[config.mk]
export PLATFORM = sky130hd
export DESIGN_NAME = mah_ctrl
export DESIGN_NICKNAME = d
export VERILOG_FILES = /design/src/design/mah_pkg.sv /design/src/design/mah_ctrl.sv
export SDC_FILE = /design/constraint.sdc
export NUM_CORES = 1
export LEC_CHECK = 0
export ABC_AREA = 1
export BUFFER_PORTS_ARGS = -buffer_cell sky130_fd_sc_hd__buf_2
export CAP_MARGIN = 30
export CORE_AREA = 2 2 39 41
export CTS_CLUSTER_SIZE = 10
export DETAILED_ROUTE_END_ITERATION = 8
export DIE_AREA = 0 0 41 43
export GPL_ROUTABILITY_DRIVEN = 0
export PLACE_DENSITY = 0.4
export SLEW_MARGIN = 30
export SYNTH_ARGS = -nofsm -noshare
export SYNTH_HDL_FRONTEND = slang
export SYNTH_SLANG_ARGS = --single-unit
[constraint.sdc]
create_clock -name clk -period 1.17 [get_ports clk]
set_clock_uncertainty 0.15 [all_clocks]
set_input_delay 0.2925 -clock clk [delete_from_list [all_inputs] [get_ports clk]]
set_output_delay 0.2925 -clock clk [all_outputs]
set_load 0.05 [all_outputs]
[src/design/mah_pkg.sv]
package mah_pkg;

  localparam int unsigned DEF_GROUP_ENTRIES = 4096;
  localparam int unsigned DEF_COUNTER_BITS  = 32;

  localparam int unsigned ADDR_W     = 32;
  localparam int unsigned TYPE_W     = 8;
  localparam int unsigned COUNT_W    = 32;
  localparam int unsigned TOTAL_W    = 34;
  localparam int unsigned BAR_W      = 7;
  localparam int unsigned STATUS_W   = 3;
  localparam int unsigned SLOT_W     = 2;
  localparam int unsigned CFG_IDX_W  = 2;
  localparam int unsigned CFG_DATA_W = 32;
  localparam int unsigned SHIFT_W    = 5;

  localparam logic [TYPE_W-1:0]  TYPE_LIMIT    = 8'd64;
  localparam logic [TYPE_W-1:0]  LOW_CODE_MASK = 8'h07;
  localparam int unsigned        SIZE_SHIFT    = 3;
  localparam logic [COUNT_W-1:0] FIELD_MAX     = 32'hffff_ffff;

  localparam logic [TYPE_W-1:0] CODE_FIRST  = 8'd1;
  localparam logic [TYPE_W-1:0] CODE_SECOND = 8'd2;
  localparam logic [TYPE_W-1:0] CODE_THIRD  = 8'd4;

  localparam logic [SLOT_W-1:0] SLOT_FIRST  = 2'd0;
  localparam logic [SLOT_W-1:0] SLOT_SECOND = 2'd1;
  localparam logic [SLOT_W-1:0] SLOT_THIRD  = 2'd2;

  typedef enum logic [STATUS_W-1:0] {
    ST_OK      = 3'd0,
    ST_OUTSIDE = 3'd1,
    ST_OVER    = 3'd2,
    ST_UNKNOWN = 3'd3,
    ST_BEYOND  = 3'd4
  } status_t;

  typedef enum logic [CFG_IDX_W-1:0] {
    CFG_WIN_START   = 2'd0,
    CFG_WIN_END     = 2'd1,
    CFG_GROUP_SHIFT = 2'd2,
    CFG_WIDTH_MODE  = 2'd3
  } cfg_reg_t;

  localparam logic KIND_RECORD  = 1'b0;
  localparam logic KIND_READOUT = 1'b1;

  typedef struct packed {
    logic              kind;
    logic [ADDR_W-1:0] address;
    logic [TYPE_W-1:0] access_type;
  } in_item_t;

  typedef struct packed {
    logic [STATUS_W-1:0] status;
    logic [COUNT_W-1:0]  count_first;
    logic [COUNT_W-1:0]  count_second;
    logic [COUNT_W-1:0]  count_third;
    logic [TOTAL_W-1:0]  count_total;
    logic [BAR_W-1:0]    bar_length;
  } out_item_t;

  typedef struct packed {
    logic clear_wr;
    logic load;
    logic decode;
    logic exec;
    logic finish;
  } dp_cmd_t;

  typedef struct packed {
    logic clear_last;
    logic readout;
  } dp_stat_t;

endpackage

[src/design/mah_ctrl.sv]
module mah_ctrl (
  input  logic              clk,
  input  logic              rst_n,
  input  logic              start,
  input  mah_pkg::dp_stat_t stat,
  output mah_pkg::dp_cmd_t  cmd,
  output logic              busy
);
  import mah_pkg::*;

  typedef enum logic [2:0] {
    S_CLEAR,
    S_IDLE,
    S_DECODE,
    S_EXEC,
    S_FINISH
  } state_t;

  state_t state_r;
  state_t state_nxt;

  always_comb begin
    state_nxt = state_r;
    case (state_r)
      S_CLEAR: begin
        if (stat.clear_last) begin
          state_nxt = S_IDLE;
        end
      end
      S_IDLE: begin
        if (start) begin
          state_nxt = S_DECODE;
        end
      end
      S_DECODE: begin
        state_nxt = S_EXEC;
      end
      S_EXEC: begin
        state_nxt = stat.readout ? S_FINISH : S_IDLE;
      end
      S_FINISH: begin
        state_nxt = S_IDLE;
      end
      default: begin
        state_nxt = S_CLEAR;
      end
    endcase
  end

  always_ff @(posedge clk) begin
    if (!rst_n) begin
      state_r <= S_CLEAR;
    end else begin
      state_r <= state_nxt;
    end
  end

  always_comb begin
    cmd.clear_wr = (state_r == S_CLEAR);
    cmd.load     = (state_r == S_IDLE) && start;
    cmd.decode   = (state_r == S_DECODE);
    cmd.exec     = (state_r == S_EXEC);
    cmd.finish   = (state_r == S_FINISH);
  end

  assign busy = (state_r != S_IDLE);

endmodule

==> reports/metrics.yaml <==
drc: 0
layout_common_cells: "buf_4, buf_6, inv_1, nand2_1"
largest_register_ff_count: 3
crit_chain: "inv_2 > nor2_4 > nand2_4 > nor2_4 > buf_6"
crit_type: "reg2out"
cts_sinks: 3
end_kind: "output pin"
avgViaCountPerCell: 3.74
row_count: 14
yosysSeqAreaShare_pct: 29.4
layout_commonest_cell: "buf_4"
slowest_delay_ns: 0.34
path_common_cell: "nor2_4"
port_buffers: 10
holdWs_ns: 0.146
critPathSlowestCell: "dfxtp_2"
syn_to_final_growth_pct: 145
cts_buffers: 3
finalSetupViolations: 8
avgSynthCellArea_sq_um: 5.83
placed_area_sq_um: 353
crit_buf_inv: 2
power_density_mw_per_mm2: 1170
grt_pass1_wl_um: 910
finalCritPeriodShare_pct: 129
nets: 67
root_buffer: "clkbuf_4"
setup_tns_ns: -2.35
fp.dieH_um: 43
ys_ff_latch: 3
hold_violations: 0
cp_top_family: "flip-flops"
dpl.cell_count: 67
max_freq_mhz: 660
clockBufferDepth: 2
worst_ep_arrival_time_ns: 1.07
cts-hold-fix-buffers: 0
finalCriticalPeriod_ns: 1.51
routed_wirelength_um: 612
die-area_sq_mm: 0.00176
grt_usage_pct: 7.92
peakVddDrop_mv: 0.365
die_width_um: 41
clock_latency_ns: 0.23
drt_first_pass_iters: 4
synthDistinctLibCells: 10
num_io_pins: 11
synth.net_count: 40
required_ns: 0.73
dp_hpwl_um: 434
diodes: 0
grt_setup_unrepaired: "yes"
ant_nets: 0
start_util_pct: 14.7
core_area_sq_mm: 0.00138
status: "finished with violations"
num_vias: 288
place_worst_setup_slack_ns: -0.242
htreeDepth: 1
hp-class: "in2reg"
yosys_warnings: 0
grt_pass1_vias: 257
top_register: "state_r"
path_clk_slew_ns: 0.04
antenna_found_initial: 0
cts_tree: "yes"
violations: "setup timing"
fin_cells: 77
reg_top3: "state_r (3)"
grt_max_degree: 7
max_cap_viol_count: 0
cp_max_fo: 3
crit_path_start_kind: "register"
layout-drive-gt1-share_pct: 68.9
synthCells: 35
first_iter_violations: 4
setup_ws_ns: -0.345
drv_slew: 0
nFillCells: 149
wl_per_cell_um: 7.95
syn_area_sq_um: 204
worst_slew_pin_slew_ns: 0.143
leakage_nw: 0.261
relSlewSlack_pct: 90.5
overflow: 0
fin_area_sq_um: 500
-- final timing paths --
kind,cells past startpoint,slack (ns),startpoint,endpoint
worst max-delay path,5,-0.34,state_r[0]$_SDFFE_PN0P_,cmd[3]
worst min-delay path,3,0.15,stat[0],state_r[2]$_SDFFE_PN0P_
worst max register to register,11,-0.27,state_r[0]$_SDFFE_PN0P_,state_r[0]$_SDFFE_PN0P_
worst min register to register,3,0.47,state_r[1]$_SDFFE_PN0P_,state_r[2]$_SDFFE_PN0P_
-- metal layers --
metal  track usage, %  wire length [um]
met5                0                 0
met4             8.00                 0
met3             1.57                22
met2             12.2               349
met1             7.99               240
-- power by group --
part	switching [mW]	leakage (nW)	internal, mW
combinational	0.153	0.220	0.125
sequential	0.0103	0.0258	0.112
clock	0.0549	0.0150	0.128
-- stage by stage --
step           util (%)  power (mW)
5_1_grt            36.2       0.617
6_report           36.2       0.584
3_3_place_gp       25.5       0.321
4_1_cts            35.6       0.590
2_1_floorplan         -       0.268
3_5_place_dp       25.5       0.321
-- worst reg2reg max path: cells and delay by family (launching register included) --
| kind | cells | cell delay [ns] |
|---|---|---|
| buffers and inverters | 7 | 0.64 |
| flip-flops | 1 | 0.32 |
| AND/OR/NAND/NOR | 4 | 0.21 |
-- synth_stat cells --
| library cell | n | area share, % |
|---|---|---|
| inv_1 | 9 | 17 |
| nand2_1 | 8 | 15 |
| nor2_1 | 5 | 9.2 |
| nand3_1 | 4 | 9.8 |
| dfxtp_1 | 3 | 29 |
| inv_2 | 2 | 3.7 |
| nand2_2 | 1 | 3.1 |
| nand3b_2 | 1 | 5.5 |
| nor2_4 | 1 | 5.5 |
| nor3_1 | 1 | 2.5 |
-- cell type report --
cell class / instances / area [sq um] / share of cell area (%)
clock buffers: 4 / 26.3 / 5.25
flip-flops and latches: 3 / 63.8 / 12.8
repair buffers: 22 / 193 / 38.5
multi-input cells: 21 / 153 / 30.5
inverters: 11 / 45.0 / 9.00
well taps: 16 / 20.0 / 4.00
-- logic make-up (layout without fill, tap and decap cells) --
logic type	Yosys count	count (layout)	share of synthesized area, %
buffers and inverters	11	37	20.2
and+or+nand+nor	21	21	50.3
DFF	3	3	29.4
-- timing repair --
action / CTS / global route
setup endpoints to repair: 7 / 8
hold endpoints to repair: 0 / 0
setup buffers: 6 / 1
gates resized for setup: 23 / 0
pin swaps: 5 / 0
No activity file was read; power rests on OpenSTA's default activity.
